`config.mk`:
```
export PLATFORM = sky130hd
export DESIGN_NAME = gll_scale
export DESIGN_NICKNAME = d
export VERILOG_FILES = /design/src/hdl/gll_pkg.sv /design/src/hdl/gll_scale.sv
export SDC_FILE = /design/constraint.sdc
export NUM_CORES = 2
export LEC_CHECK = 0
export BUFFER_PORTS_ARGS = -buffer_cell sky130_fd_sc_hd__buf_2
export CAP_MARGIN = 20
export CORE_ASPECT_RATIO = 0.6
export CORE_MARGIN = 1
export CORE_UTILIZATION = 50
export DETAILED_ROUTE_END_ITERATION = 12
export PLACE_DENSITY_LB_ADDON = 0.08
export SKIP_LAST_GASP = 1
export SYNTH_ARGS = -nofsm -noshare
export SYNTH_HDL_FRONTEND = slang
export SYNTH_SLANG_ARGS = --single-unit
```
`constraint.sdc`:
```
create_clock -name clk_i -period 0.85 [get_ports clk_i]
set_input_delay 0.0425 -clock clk_i [delete_from_list [all_inputs] [get_ports clk_i]]
set_output_delay 0.0425 -clock clk_i [all_outputs]
set_load 0.01 [all_outputs]
```
`src/hdl/gll_pkg.sv`:
```
package gll_pkg;

  localparam int CoordW    = 20;
  localparam int CfgIdxW   = 3;
  localparam int CfgDataW  = 32;
  localparam int InTdataW  = 112;
  localparam int OutTdataW = 96;

  localparam int AdvW        = 20;
  localparam int AdvFracBits = 6;
  localparam int AdvPxW      = AdvW - AdvFracBits;
  localparam int DistW       = AdvPxW + 32 - 16;
  localparam int OffW        = 32;
  localparam int SizeProdW   = 12 + 24 - 8;

  localparam logic [15:0] NewlineCode = 16'd10;

  typedef enum logic [CfgIdxW-1:0] {
    CFG_GLYPH_SCALE  = 3'd0,
    CFG_X_UNIT_SCALE = 3'd1,
    CFG_Y_UNIT_SCALE = 3'd2,
    CFG_TEXT_HEIGHT  = 3'd3,
    CFG_LINE_ADVANCE = 3'd4,
    CFG_BOX_WIDTH    = 3'd5,
    CFG_BOX_HEIGHT   = 3'd6,
    CFG_LAYOUT_MODE  = 3'd7
  } cfg_idx_e;

  typedef struct packed {
    logic [23:0]       glyph_scale;
    logic [31:0]       x_unit_scale;
    logic [31:0]       y_unit_scale;
    logic [CoordW-1:0] text_height;
    logic [CoordW-1:0] line_advance;
    logic [CoordW-1:0] box_width;
    logic [CoordW-1:0] box_height;
    logic              nl_en;
    logic              wrap_en;
  } cfg_t;

  typedef struct packed {
    logic              first_char;
    logic [15:0]       char_code;
    logic [AdvW-1:0]   advance_64ths;
    logic [15:0]       bearing_x;
    logic [15:0]       bearing_y;
    logic [11:0]       glyph_width;
    logic [11:0]       glyph_height;
    logic [15:0]       texture_id;
  } item_t;

  typedef struct packed {
    logic                 first_char;
    logic                 is_newline;
    logic                 has_glyph;
    logic [DistW-1:0]     adv_step;
    logic [OffW-1:0]      offx_mag;
    logic                 offx_neg;
    logic [OffW-1:0]      offy_mag;
    logic                 offy_neg;
    logic [SizeProdW-1:0] width_prod;
    logic [SizeProdW-1:0] height_prod;
    logic [15:0]          texture_id;
  } scaled_t;

endpackage

```
`src/hdl/gll_scale.sv`:
```
module gll_scale (
  input  logic            clk_i,
  input  logic            rst_ni,
  input  gll_pkg::cfg_t   cfg_i,
  input  logic            load_i,
  input  logic            valid_i,
  input  gll_pkg::item_t  item_i,
  output logic            valid_o,
  output gll_pkg::scaled_t scaled_o
);
  import gll_pkg::*;

  logic [AdvPxW-1:0]       adv_px;
  logic [AdvPxW+32-1:0]    dist_prod;
  logic [15:0]             bx_mag, by_mag;
  logic [47:0]             offx_prod, offy_prod;
  logic [35:0]             w_prod, h_prod;
  logic                    valid_q;
  scaled_t                 scaled_d, scaled_q;

  assign adv_px    = item_i.advance_64ths[AdvW-1:AdvFracBits];
  assign dist_prod = (AdvPxW+32)'(adv_px) * (AdvPxW+32)'(cfg_i.x_unit_scale);
  assign bx_mag    = item_i.bearing_x[15] ? 16'(-item_i.bearing_x) : item_i.bearing_x;
  assign by_mag    = item_i.bearing_y[15] ? 16'(-item_i.bearing_y) : item_i.bearing_y;
  assign offx_prod = 48'(bx_mag) * 48'(cfg_i.x_unit_scale);
  assign offy_prod = 48'(by_mag) * 48'(cfg_i.y_unit_scale);
  assign w_prod    = 36'(item_i.glyph_width) * 36'(cfg_i.glyph_scale);
  assign h_prod    = 36'(item_i.glyph_height) * 36'(cfg_i.glyph_scale);

  always_comb begin
    scaled_d.first_char  = item_i.first_char;
    scaled_d.is_newline  = (item_i.char_code == NewlineCode);
    scaled_d.has_glyph   = (item_i.glyph_width != 12'd0);
    scaled_d.adv_step    = dist_prod[AdvPxW+32-1:16];
    scaled_d.offx_mag    = offx_prod[47:16];
    scaled_d.offx_neg    = item_i.bearing_x[15];
    scaled_d.offy_mag    = offy_prod[47:16];
    scaled_d.offy_neg    = item_i.bearing_y[15];
    scaled_d.width_prod  = w_prod[35:8];
    scaled_d.height_prod = h_prod[35:8];
    scaled_d.texture_id  = item_i.texture_id;
  end

  always_ff @(posedge clk_i or negedge rst_ni) begin
    if (!rst_ni) begin
      valid_q <= 1'b0;
    end else if (load_i) begin
      valid_q <= valid_i;
    end
  end

  always_ff @(posedge clk_i) begin
    if (load_i && valid_i) begin
      scaled_q <= scaled_d;
    end
  end

  assign valid_o  = valid_q;
  assign scaled_o = scaled_q;

endmodule

```
==> results <==
- The setup slack after layout is -6140 ps.
- The number of buffers on the longest clock path is 2.
- The clock insertion delay at the later pin of the skew report is ~560 ps.
- Setup total negative slack on the finished layout was measured at -758520 ps.
- On the final layout, the worst clock skew is 0 ps.
- In the post-synthesis netlist, the biggest area contributors are sky130_fd_sc_hd__fa_1, sky130_fd_sc_hd__inv_1, sky130_fd_sc_hd__ha_1.
- Setup repair after global routing could not meet its margin everywhere.
- The die covers approximately 130000 sq um.
- Once detailed placement completed, the half-perimeter wirelength came to 167 mm.
- The area growth from synthesis to layout is 27.7%.
- The clock edge transition at the registers on the reported setup and hold paths is approximately 90 ps.
- Measured along the x axis, the die boundary spans about 470 microns.
- In this run the biggest area consumer among cell types represents about half of the synthesized area.
- The share of cells above drive strength 1 is between 20% and 30%.
- The starting utilization of the core area is between 50% and 60%.
- The count of fill cells added during filler insertion is between 10000 and 15000.
- Across the run, the number of max-cap violations was 0.
- The via count of the first global-routing pass is about 56000.
- Prior to clock tree synthesis, the placed netlist has a worst setup slack of -6720 ps.
- The net count reported at finish is 10928.
- Global routing finished with a remaining overflow of 0.
- After detailed routing, the average wire length per cell comes to around 19 microns.
- The number of core rows is 103.
- During I/O placement, the number of pins put on the boundary was 455.
- Dividing the detail-routed via count by the number of cells gives slightly above 5.
- TritonCTS built the clock tree.
- Global routing used about 30% of the available tracks.
- The first global-routing pass estimated 319 mm of wire.
- The worst setup path is launched from an input pin.
- The quantity of hold-fixing buffers added after cts is 41.
- The fraction of synthesis flops using an asynchronous set or reset pin is less than 1%.
- Synthesis inferred roughly 170 register bits.
- The detailed router finished its first iteration with between 3000 and 4000 violations.
- The min-delay analysis places its worst path in the category input pin to register.
- For the pin with the worst max-slew slack, the measured transition is around 470 ps.
- The fraction of met2 tracks used by global routing is a little over two fifths.
- Each instance of the synthesized netlist takes up on average around 9.2 sq um.
- Entering global routing, the biggest net connects 33 pins.
- sky130_fd_sc_hd__inv_1 is the most common cell in the netlist.
- Yosys mapped the design onto 81 distinct sky130hd cell types.
- The count of buffers inserted at the top-level ports is between 300 and 400.
- The cell depth of the worst hold path is 4.
- The clock net in this run drives a total of ~170 sinks.
- Measured along the y axis, the die boundary spans approximately 280 microns.
- The first TritonRoute pass finished after 5 iterations.
- The routed layout has 52342 vias.
- When the netlist entered floorplanning its net count stood at between 9000 and 10000.
- Data arrives at the worst endpoint at around 7300 ps.
- The kind of capture point of the worst setup path is a register.
- After detailed placement, the design holds a cell count of approximately 10000.
- The number of enable-type register cells in the synthesized netlist is between 150 and 200.
- The congestion estimate from routability-driven global placement came to between 0.9 and 1.
- The final-report hold violation count is 0.
- The flow ran to the end, but the final reports show violations.
- After detailed routing, the number of remaining DRC violations is 0.
- The final layout contains routed wiring with a total length of 200 mm.
- The cell at the root of the clock tree is sky130_fd_sc_hd__clkbuf_16.
- The met3 track utilization from global routing is under 10%.
- Of all nets on the critical path, the largest fanout is 7.
- The cell area after synthesis is ~67000 sq um.
- Yosys printed 0 warnings.
- The final reports fail on setup timing.
- The number of clock buffers added by TritonCTS is 17.
- The peak-usage layer in the global routing report is met1.
- The headroom to the max-slew limit is between 60% and 70%.
- The achievable clock frequency is 143 MHz.
- The placeable core region is about 130000 sq um.
- The number of cells on the worst reg-to-reg path is 1.
- The largest total area in the synthesized netlist belongs to sky130_fd_sc_hd__fa_1.
- The setup path with the least slack is of type input pin to register.
- The final critical path takes up 823% of the cycle.
- The initial antenna violation count is 12.
- The sequential element share of the synthesized area is 7.75%.
- The number of nets with antenna violations after routing is 0.
- The most instantiated flip-flop cell in the synthesis netlist is sky130_fd_sc_hd__edfxtp_1.
- Global routing used 47.3% of the available met1 tracks.
- The H-tree depth is 4.
- The cell count after synthesis is around 7200.
- For the finished layout, the period the worst path requires is around 7000 ps.
- For the worst setup path, the data required time is about 1100 ps.
- Sorting the synthesized cells by how often they occur yields sky130_fd_sc_hd__inv_1, sky130_fd_sc_hd__fa_1, sky130_fd_sc_hd__nand2_1, sky130_fd_sc_hd__and2_1, sky130_fd_sc_hd__ha_1.
- The final standard cell count with taps included and fillers excluded is 10334.
- The count of final max-slew check failures came to 0.
- Setup violations remaining at the end of the flow were counted as between 400 and 500.
sequential cells by signal, indices dropped and copies added, names as in the netlist:
| register | count |
|---|---|
| scaled_o | 171 |
| valid_o | 1 |
placed cells by master, fill, tap and decap left out, drive strengths merged, types with 5 or more instances in the layout:
cell type	n
a211o	6
a211oi	10
a21boi	9
a21o	68
a21oi	99
a311oi	6
a31oi	14
and2	667
and3	19
and4	7
buf	1586
clkbuf	28
dlygate4sd3	41
edfxtp	171
fa	1628
ha	484
inv	1701
nand2	1423
nand2b	22
nand3	25
nand4	23
nor2	89
nor2b	33
nor3	23
nor4	6
o211ai	5
o21a	29
o21ai	62
o21bai	10
o31ai	14
or3	6
xnor2	127
xor2	42
routing by layer:
metal / vias up / part of all wire, %
met5: - / 0.020
met4: 8 / 2.1
met3: 204 / 9.7
met2: 1976 / 42
met1: 26498 / 46
li1: 23656 / -
critical path, stage by stage:
cell and delay [ps]:
sky130_fd_sc_hd__buf_6 90, sky130_fd_sc_hd__or4_4 540, sky130_fd_sc_hd__or4_4 520, sky130_fd_sc_hd__o31a_1 290, sky130_fd_sc_hd__xor2_2 200, sky130_fd_sc_hd__buf_12 150, sky130_fd_sc_hd__buf_8 130, sky130_fd_sc_hd__and2_4 150
sky130_fd_sc_hd__fa_1 470, sky130_fd_sc_hd__fa_1 580, sky130_fd_sc_hd__fa_1 480, sky130_fd_sc_hd__fa_1 550, sky130_fd_sc_hd__fa_1 540, sky130_fd_sc_hd__inv_2 40, sky130_fd_sc_hd__fa_1 490, sky130_fd_sc_hd__inv_2 50
sky130_fd_sc_hd__ha_4 210, sky130_fd_sc_hd__a21o_1 150, sky130_fd_sc_hd__a21o_1 180, sky130_fd_sc_hd__a21oi_2 150, sky130_fd_sc_hd__o21ai_2 100, sky130_fd_sc_hd__a21oi_2 160, sky130_fd_sc_hd__o22ai_1 80, sky130_fd_sc_hd__a311o_2 420
sky130_fd_sc_hd__nand4b_1 160, sky130_fd_sc_hd__nand2b_1 120, sky130_fd_sc_hd__a21oi_2 160, sky130_fd_sc_hd__xnor2_1 90
final timing paths:
| kind | start | slack [ps] | end |
|---|---|---|---|
| worst min-delay path | item_i[31] | 3 | scaled_o[168]$_DFFE_PP_ |
| worst min register to register | valid_o$_DFFE_PN0P_ | 520 | valid_o$_DFFE_PN0P_ |
| max in group asynchronous | rst_ni | 420 | valid_o$_DFFE_PN0P_ |
| min in group asynchronous | rst_ni | 320 | valid_o$_DFFE_PN0P_ |
| worst max-delay path | item_i[63] | -6140 | scaled_o[136]$_DFFE_PP_ |
| worst max register to register | valid_o$_DFFE_PN0P_ | 100 | valid_o$_DFFE_PN0P_ |
metrics by stage:
| stage | util [%] | hold slack, ps | instance area, sq um |
|---|---|---|---|
| 6_report | 64.5 | 2.85 | 85000 |
| 5_1_grt | 64.5 | -6.03 | 85000 |
| 4_1_cts | 62.8 | -15.0 | 82800 |
| 3_5_place_dp | 59.9 | -178 | 79000 |
| 3_3_place_gp | 59.9 | -179 | 79000 |
| 2_1_floorplan | - | -253 | 68300 |
layout make-up:
type | instances | area (sq um) | share of cell area (%)
Antenna cell | 3 | 7.51 | 0.00883
Clock buffer | 17 | 425 | 0.501
Clock inverter | 15 | 200 | 0.236
Inverter | 1691 | 6350 | 7.47
Multi-Input combinational cell | 5009 | 56900 | 66.9
Sequential cell | 172 | 5160 | 6.07
Tap cell | 1785 | 2230 | 2.63
Timing Repair Buffer | 1642 | 13800 | 16.2
what timing repair did:
action / in CTS / in global routing
endpoints found under the setup margin: 322 / 488
pin swaps: 229 / 321
resized for setup: 425 / 386
buffers inserted: 109 / 105
hold endpoints to repair: 26 / 1
cloned: 13 / 6
kinds of logic (layout without fill, tap and decap cells):
| logic type | after synthesis | count (layout) | synth area share, % |
|---|---|---|---|
| and+or+nand+nor | 2358 | 2358 | 16.5 |
| adders and majority gates | 2112 | 2112 | 58.1 |
| buffers and inverters | 2062 | 3365 | 11.6 |
| AOI/OAI and AO/OA | 367 | 367 | 3.84 |
| DFF | 172 | 172 | 7.75 |
| xor gates and xnor gates | 166 | 169 | 2.18 |
| muxes | 3 | 3 | 0.0564 |
| other | 0 | 3 | 0 |
Power is not shown: default switching activity piles up to over one toggle a cycle in this logic, so the estimate is an artifact.
