## src/hdl/gll_pkg.sv

```systemverilog
package gll_pkg;

  localparam int CoordW    = 20;
  localparam int CfgIdxW   = 3;
  localparam int CfgDataW  = 32;
  localparam int InTdataW  = 112;
  localparam int OutTdataW = 96;

  localparam int AdvW        = 20;
  localparam int AdvFracBits = 6;
  localparam int AdvPxW      = AdvW - AdvFracBits;
  localparam int DistW       = AdvPxW + 32 - 16;
  localparam int OffW        = 32;
  localparam int SizeProdW   = 12 + 24 - 8;

  localparam logic [15:0] NewlineCode = 16'd10;

  typedef enum logic [CfgIdxW-1:0] {
    CFG_GLYPH_SCALE  = 3'd0,
    CFG_X_UNIT_SCALE = 3'd1,
    CFG_Y_UNIT_SCALE = 3'd2,
    CFG_TEXT_HEIGHT  = 3'd3,
    CFG_LINE_ADVANCE = 3'd4,
    CFG_BOX_WIDTH    = 3'd5,
    CFG_BOX_HEIGHT   = 3'd6,
    CFG_LAYOUT_MODE  = 3'd7
  } cfg_idx_e;

  typedef struct packed {
    logic [23:0]       glyph_scale;
    logic [31:0]       x_unit_scale;
    logic [31:0]       y_unit_scale;
    logic [CoordW-1:0] text_height;
    logic [CoordW-1:0] line_advance;
    logic [CoordW-1:0] box_width;
    logic [CoordW-1:0] box_height;
    logic              nl_en;
    logic              wrap_en;
  } cfg_t;

  typedef struct packed {
    logic              first_char;
    logic [15:0]       char_code;
    logic [AdvW-1:0]   advance_64ths;
    logic [15:0]       bearing_x;
    logic [15:0]       bearing_y;
    logic [11:0]       glyph_width;
    logic [11:0]       glyph_height;
    logic [15:0]       texture_id;
  } item_t;

  typedef struct packed {
    logic                 first_char;
    logic                 is_newline;
    logic                 has_glyph;
    logic [DistW-1:0]     adv_step;
    logic [OffW-1:0]      offx_mag;
    logic                 offx_neg;
    logic [OffW-1:0]      offy_mag;
    logic                 offy_neg;
    logic [SizeProdW-1:0] width_prod;
    logic [SizeProdW-1:0] height_prod;
    logic [15:0]          texture_id;
  } scaled_t;

endpackage

```

## src/hdl/gll_pen.sv

```systemverilog
module gll_pen (
  input  logic                      clk_i,
  input  logic                      rst_ni,
  input  gll_pkg::cfg_t             cfg_i,
  input  logic                      valid_i,
  input  gll_pkg::scaled_t          scaled_i,
  output logic                      free_o,
  input  logic                      out_ready_i,
  output logic                      out_valid_o,
  output logic [gll_pkg::OutTdataW-1:0] out_data_o
);
  import gll_pkg::*;

  localparam logic signed [33:0] SMax = 34'sd524287;
  localparam logic signed [33:0] SMin = -34'sd524288;

  function automatic logic [CoordW-1:0] sat_u(input logic [30:0] v);
    sat_u = (|v[30:CoordW]) ? '1 : v[CoordW-1:0];
  endfunction

  function automatic logic [CoordW-1:0] sat_s(input logic signed [33:0] v);
    logic signed [33:0] t;
    t = v;
    if (v > SMax) t = SMax;
    if (v < SMin) t = SMin;
    sat_s = t[CoordW-1:0];
  endfunction

  logic [CoordW-1:0] pen_x_q, pen_x_d, pen_y_q, pen_y_d;
  logic              stop_q, stop_d;
  logic [CoordW-1:0] pen_x_c, pen_y_c, base_x, base_y, y_sat;
  logic              stop_c, emit, y_over, x_over;
  logic [CoordW:0]   y_sum;
  logic [30:0]       x_sum;
  logic signed [33:0] px, py;
  logic [CoordW-1:0] sw, sh;
  logic              out_valid_q;
  logic [OutTdataW-1:0] out_data_q;
  logic              proc;

  assign free_o = !out_valid_q || out_ready_i;
  assign proc   = valid_i && free_o;

  assign pen_x_c = scaled_i.first_char ? '0 : pen_x_q;
  assign pen_y_c = scaled_i.first_char ? cfg_i.text_height : pen_y_q;
  assign stop_c  = scaled_i.first_char ? 1'b0 : stop_q;

  assign y_sum  = {1'b0, pen_y_c} + {1'b0, cfg_i.line_advance};
  assign y_sat  = y_sum[CoordW] ? '1 : y_sum[CoordW-1:0];
  assign y_over = y_sum > {1'b0, cfg_i.box_height};
  assign x_sum  = 31'(pen_x_c) + 31'(scaled_i.adv_step);
  assign x_over = x_sum > 31'(cfg_i.box_width);

  always_comb begin
    pen_x_d = pen_x_c;
    pen_y_d = pen_y_c;
    stop_d  = stop_c;
    base_x  = pen_x_c;
    base_y  = pen_y_c;
    emit    = 1'b0;
    if (!stop_c) begin
      if (scaled_i.is_newline && cfg_i.nl_en) begin
        pen_x_d = '0;
        pen_y_d = y_sat;
        stop_d  = y_over;
      end else if (x_over && !cfg_i.wrap_en) begin
        stop_d = 1'b1;
      end else if (x_over && y_over) begin
        pen_x_d = '0;
        pen_y_d = y_sat;
        stop_d  = 1'b1;
      end else begin
        if (x_over) begin
          base_x  = '0;
          base_y  = y_sat;
          pen_x_d = sat_u(31'(scaled_i.adv_step));
        end else begin
          pen_x_d = sat_u(x_sum);
        end
        pen_y_d = base_y;
        emit    = scaled_i.has_glyph;
      end
    end
  end

  always_comb begin
    if (scaled_i.offx_neg) begin
      px = $signed({14'd0, base_x}) - $signed({2'd0, scaled_i.offx_mag});
    end else begin
      px = $signed({14'd0, base_x}) + $signed({2'd0, scaled_i.offx_mag});
    end
    if (scaled_i.offy_neg) begin
      py = $signed({14'd0, base_y}) + $signed({2'd0, scaled_i.offy_mag});
    end else begin
      py = $signed({14'd0, base_y}) - $signed({2'd0, scaled_i.offy_mag});
    end
  end

  assign sw = (|scaled_i.width_prod[SizeProdW-1:CoordW]) ? '1
            : scaled_i.width_prod[CoordW-1:0];
  assign sh = (|scaled_i.height_prod[SizeProdW-1:CoordW]) ? '1
            : scaled_i.height_prod[CoordW-1:0];

  always_ff @(posedge clk_i or negedge rst_ni) begin
    if (!rst_ni) begin
      pen_x_q     <= '0;
      pen_y_q     <= '0;
      stop_q      <= 1'b0;
      out_valid_q <= 1'b0;
    end else begin
      if (proc) begin
        pen_x_q <= pen_x_d;
        pen_y_q <= pen_y_d;
        stop_q  <= stop_d;
      end
      if (free_o) begin
        out_valid_q <= proc && emit;
      end
    end
  end

  always_ff @(posedge clk_i) begin
    if (proc && emit) begin
      out_data_q <= {scaled_i.texture_id, sh, sw, sat_s(py), sat_s(px)};
    end
  end

  assign out_valid_o = out_valid_q;
  assign out_data_o  = out_data_q;

endmodule

```

## config.mk

```make
export PLATFORM = sky130hd
export DESIGN_NAME = gll_pen
export DESIGN_NICKNAME = d
export VERILOG_FILES = /design/src/hdl/gll_pkg.sv /design/src/hdl/gll_pen.sv
export SDC_FILE = /design/constraint.sdc
export NUM_CORES = 1
export LEC_CHECK = 0
export ABC_AREA = 1
export ABC_CLOCK_PERIOD_IN_PS = 10100
export BUFFER_PORTS_ARGS = -buffer_cell sky130_fd_sc_hd__buf_2
export CORE_AREA = 5 5 247 249
export CTS_CLUSTER_SIZE = 28
export DETAILED_ROUTE_END_ITERATION = 12
export DIE_AREA = 0 0 252 254
export MAX_ROUTING_LAYER = met4
export SETUP_SLACK_MARGIN = 0.2
export SYNTH_ARGS = -nofsm -noshare
export SYNTH_HDL_FRONTEND = slang
export SYNTH_SLANG_ARGS = --single-unit
```

## constraint.sdc

```tcl
create_clock -name clk_i -period 10.1 [get_ports clk_i]
set_clock_uncertainty 0.1 [all_clocks]
set_input_delay 1.01 -clock clk_i [delete_from_list [all_inputs] [get_ports clk_i]]
set_output_delay 1.01 -clock clk_i [all_outputs]
set_load 0.03 [all_outputs]
```

==> results of run 1 <==
==> metrics by stage <==
| stage | hold WS [ns] | power (uW) | area (sq um) | std cells |
|---|---|---|---|---|
| 4_1_cts | 0.3793 | 3210 | 20640 | 3904 |
| 3_3_place_gp | 0.3572 | 2530 | 20060 | 3872 |
| 3_5_place_dp | 0.3610 | 2534 | 20060 | 3872 |
| 2_1_floorplan | 0.3436 | 1980 | 17350 | 2786 |
| 5_1_grt | 0.3934 | 3486 | 20660 | 3914 |
| 6_report | 0.3741 | 3200 | 20660 | 3915 |
==> state kept, by name, indices dropped and copies added, names as in the netlist <==
register,cells
stop_q,1
out_valid_o,1
pen_x_q,20
out_data_o,96
pen_y_q,20
==> cell families after synthesis <==
kind of cell | Yosys count | synth area share, %
buffers and inverters | 542 | 12.16
muxes | 5 | 0.2886
AOI/OAI and AO/OA | 510 | 16.14
xor gates and xnor gates | 81 | 4.091
DFF | 138 | 22.68
and+or+nand+nor | 1354 | 33.17
adders and majority gates | 156 | 11.47
==> cell usage after synthesis (9+ instances only) <==
master / number / area share, %
nand3_1: 190 / 5.5
a21oi_1: 220 / 6.3
o21ai_1: 18 / 0.52
nor2_1: 255 / 5.5
nand2_1: 745 / 16
a21o_1: 10 / 0.43
inv_1: 458 / 9.9
clkbuf_1: 46 / 1.0
edfxtp_1: 96 / 17
buf_2: 18 / 0.52
xor2_1: 72 / 3.6
a21boi_0: 10 / 0.43
or2_2: 23 / 0.83
xnor2_1: 9 / 0.45
nor4_1: 25 / 0.90
dfrtp_1: 42 / 6.1
o21ai_0: 172 / 5.0
nand4_1: 31 / 1.1
o21bai_1: 27 / 1.2
a31oi_1: 17 / 0.61
nand2_2: 16 / 0.58
nor3_1: 41 / 1.2
ha_1: 151 / 11
==> power by group through the flow <==
stage / Clock, uW / Combinational [uW] / Sequential, uW
floorplan: 0 / 1230 / 749
global placement: 0 / 1800 / 725
detailed placement: 0 / 1810 / 727
CTS: 676 / 1820 / 716
global route: 693 / 2070 / 724
finish: 651 / 1830 / 717
==> worst min-delay path, cell delays in order, from the launching register on <==
cell and delay (ns):
dfrtp_1 0.34, nand2_1 0.05, nand2_1 0.05
==> worst max path at each step <==
stage               cells past startpoint              to          start  slack [ns]
floorplan                              29   out_data_o[0]  scaled_i[170]        1.07
CTS                                    45  out_data_o[24]  scaled_i[170]        1.45
detailed placement                     45  out_data_o[24]  scaled_i[170]        0.96
global route                           45  out_data_o[24]  scaled_i[170]        0.60
global placement                       45  out_data_o[26]  scaled_i[170]         1.0
finish                                 45   out_data_o[8]  scaled_i[170]        1.43
==> routing by layer <==
metal  up-vias  part of all wire, %  global-route usage, %
met5         -                    0                      -
met3        46                  7.0                  3.408
met1      8476                   47                  26.76
met4         0                  1.6                  4.870
met2       655                   44                  30.54
li1       9735                    -                      -
==> final cells by class <==
class                   count  area (sq um)  area share, %
diodes                     11         27.53         0.1332
clock buffers              17         425.4          2.059
clock inverters            15         153.9         0.7448
inverters                 467          1755          8.495
multi-input cells        2106         11310          54.74
flip-flops and latches    138          3934          19.04
well taps                 773         967.2          4.681
repair buffers            388          2090          10.11
==> impl_metrics.ini, run 1 <==
[finish]
finish.utilization_pct = 35.35
final_cell_mix = nand2_1, inv_1, buf_2, nor2_1, a21oi_1
layout_commonest_cell = nand2_1
final_nets = 3619
drive_gt1_share_pct = 15.62
syn_to_final_growth_pct = 19.16
nFillCells = 6494

[floorplan]
std_cell_rows = 89
core_sq_um = 58460
fp.dieH_um = 254
initial_core_util_pct = 29.66
die_area_sq_um = 64010
die_w_um = 252
io_pins = 443

[global_routing]
overflow = 0
grt_usage_pct = 19.66
grt_pass1_vias = 17640
grt_max_degree = 97
grt_pass1_wl_um = 97320
antenna_found_initial = 11

[sta]
slew_violations = 0
fmax_mhz = 115.4
tns_ns = 0
tightest_slew_ns = 1.036
period_share_pct = 85.81
setup_viol = 0
finalHoldViolations = 0
rsz0062_at_grt = no
period_minus_slack_ns = 8.667
setup_ws_ns = 1.433
maxSlewHeadroom_pct = 30.85

[yosys]
synth_edf_count = 96
synth_flop_cell = edfxtp_1
syn_avg_cell_area_sq_um = 6.225
synthCells = 2786
async_flop_share_pct = 30.43
synth_cell_types = 56
yosysSeqAreaShare_pct = 22.68
synth_nets = 3287
yosys_warnings = 0
synth_area_sq_um = 17340
ys_ff_latch = 138

[worst_setup_path]
rr_endpoint = out_data_o[8]
cp_max_fo = 26
start_kind = input port
path_buf_inv = 7
critPathKind = input port to flip-flop
worstSetupEndpointType = flip-flop
r2r-start = pen_y_q[0]
slowest_stage = nor2_1
cp.arrival_ns = 8.78
r2r_setup_slack_ns = 1.99
cpLargestDelayFamily = simple AND/OR/NAND/NOR gates
required_ns = 10.21
crit_path_frequent_cell = nand2_1
r2r.worst_path.cells = 43
slowest_delay_ns = 0.58

[drt]
ant_nets = 0
routed_wl_um = 63410
routedWlPerCell_um = 16.20
via_count = 18910
post-route-drc-count = 0
first_pass_iters = 6
via_per_inst = 4.831
drt_iter0_drc = 1430

[power_and_ir_drop]
switching_share_pct = 48.63
powerDensity_nw_per_um2 = 154.9
power_frac_clock_pct = 20.3
peakVddDrop_uv = 87.07
seqPwrFrac_pct = 22.4
comb_power_share_pct = 57.3
p_sw_uw = 1556
internal_power_uw = 1644
p_leak_uw = 0.01097

[clock_tree]
cts_resized = 0
cts_buffers = 17
postCtsSetupBuffers = 0
cts_tree = done
clock-sinks = 138
path_clk_slew_ns = 0.07
clk_latency_ns = 0.48
cts_buffer_depth = 2
cts_hold_buf = 0
cts_root_buffer = clkbuf_16
htreeDepth = 4

[status]
status = finished, final reports clean

[min_path]
hp-class = flip-flop to flip-flop
hold_start = pen_y_q[19]
hold_path_end = pen_y_q[19]
whs_path_depth = 2

[place]
dp_slack_ns = 0.9589
place_congestion = 0.9724
dp_hpwl_um = 52880
portBuffers = 354

[flow_run]
cap_violations = 0
(Power assumes the default switching activity.)
==> run 2: changes to the inputs <==
--- a/config.mk
+++ b/config.mk
@@ -7,7 +7,7 @@
 export LEC_CHECK = 0
 export ABC_AREA = 1
 export ABC_CLOCK_PERIOD_IN_PS = 10100
-export BUFFER_PORTS_ARGS = -buffer_cell sky130_fd_sc_hd__buf_2
+export BUFFER_PORTS_ARGS = -buffer_cell sky130_fd_sc_hd__buf_4
 export CORE_AREA = 5 5 247 249
 export CTS_CLUSTER_SIZE = 28
 export DETAILED_ROUTE_END_ITERATION = 12
==> impl_metrics.ini, run 2 (same netlist as run 1, synthesis figures left out) <==
[finish]
layout_commonest_cell = nand2_1
finish.utilization_pct = 36.58
syn_to_final_growth_pct = 23.33
drive_gt1_share_pct = 15.30
final_nets = 3612
largest_register_ffs = 96
final_cell_mix = nand2_1, inv_1, buf_4, nor2_1, a21oi_1

[clock_tree]
cts_tree = done
postCtsSetupBuffers = 0
path_clk_slew_ns = 0.07
htreeDepth = 4
cts_resized = 0
cts_buffers = 17
cts_hold_buf = 0
clock-sinks = 138
cts_buffer_depth = 2
clk_latency_ns = 0.48
cts_root_buffer = clkbuf_16

[worst_setup_path]
start_kind = input port
slowest_delay_ns = 0.40
crit_path_frequent_cell = nand2_1
required_ns = 10.31
critPathKind = input port to flip-flop
cp_max_fo = 26
slowest_stage = o21ai_0
worstSetupEndpointType = flip-flop
cp.arrival_ns = 9.05

[place]
place_congestion = 0.9598
portBuffers = 354
dp_hpwl_um = 53280

[global_routing]
grt_pass1_wl_um = 96830
antenna_found_initial = 6
overflow = 0
grt_pass1_vias = 17560
grt_max_degree = 52
grt_usage_pct = 19.65

[sta]
setup_viol = 0
period_share_pct = 87.50
rsz0062_at_grt = no
period_minus_slack_ns = 8.837
maxSlewHeadroom_pct = 48.18
fmax_mhz = 113.2
tns_ns = 0
tightest_slew_ns = 0.7774
slew_violations = 0
finalHoldViolations = 0

[flow_run]
cap_violations = 0

[power_and_ir_drop]
powerDensity_nw_per_um2 = 148.0
p_leak_uw = 0.01117
peakVddDrop_uv = 104.4

[drt]
via_per_inst = 4.858
post-route-drc-count = 0
routedWlPerCell_um = 16.36
first_pass_iters = 7
via_count = 18970
ant_nets = 0
routed_wl_um = 63890
drt_iter0_drc = 1304

[floorplan]
io_pins = 443
core_sq_um = 58460
fp.dieH_um = 254
die_area_sq_um = 64010
die_w_um = 252
initial_core_util_pct = 29.66
std_cell_rows = 89

[status]
status = finished, final reports clean

[min_path]
hp-class = flip-flop to flip-flop
==> run 2: final timing paths <==
kind,start,end,slack [ns],cells past startpoint
setup / recovery,scaled_i[170],out_data_o[24],1.26,45
hold / removal,pen_y_q[12],pen_y_q[12],0.38,2
setup reg to reg,pen_y_q[11],out_data_o[24],1.85,43
hold reg to reg,pen_y_q[12],pen_y_q[12],0.38,2
max in group asynchronous,rst_ni,pen_y_q[11],9.01,1
min in group asynchronous,rst_ni,pen_x_q[15],0.43,1
==> run 2: final cells by class <==
| type | count | area [sq um] |
|---|---|---|
| multi-input combinational | 2106 | 11310 |
| sequential | 138 | 3934 |
| clock inverter | 14 | 97.59 |
| inverter | 467 | 1755 |
| tap | 773 | 967.2 |
| timing repair buffer | 381 | 2873 |
| fill | 6468 | 37080 |
| antenna | 8 | 20.02 |
| clock buffer | 18 | 429.2 |
==> run 2: metal layers <==
| metal | up-vias | global-route usage [%] | routed length, um |
|---|---|---|---|
| met5 | - | - | 0 |
| met4 | 0 | 5.397 | 1151 |
| met3 | 56 | 2.886 | 3691 |
| met2 | 647 | 29.73 | 28040 |
| met1 | 8549 | 27.49 | 31010 |
| li1 | 9720 | - | - |
==> run 2: metrics by stage <==
| stage | worst slack, ns | std cells | total power (uW) | hold WS [ns] | cell area, sq um |
|---|---|---|---|---|---|
| after global routing | 0.4656 | 3903 | 3446 | 0.3927 | 21380 |
| after detailed placement | 0.8113 | 3865 | 2551 | 0.3603 | 20840 |
| after floorplan | 1.070 | 2786 | 1980 | 0.3436 | 17350 |
| after CTS | 1.299 | 3897 | 3178 | 0.3785 | 21370 |
| final | 1.263 | 3905 | 3166 | 0.3772 | 21390 |
| after global placement | 0.8333 | 3865 | 2547 | 0.3574 | 20840 |
==> run 2: critical path, delay by kind of cell <==
kind	cells	cell delay [ns]
simple gates	21	2.49
compound gates	13	3.21
buf+inv	7	0.97
xor+xnor	1	0.25
fa+ha+maj	3	1.07
==> run 2: power breakdown <==
part | total [uW] | leakage [uW] | switching (uW) | internal [uW]
combinational | 1850 | 0.00945 | 1210 | 637
clock | 601 | 0.000242 | 288 | 312
sequential | 717 | 0.00147 | 37.2 | 680
total | 3170 | 0.0112 | 1540 | 1630
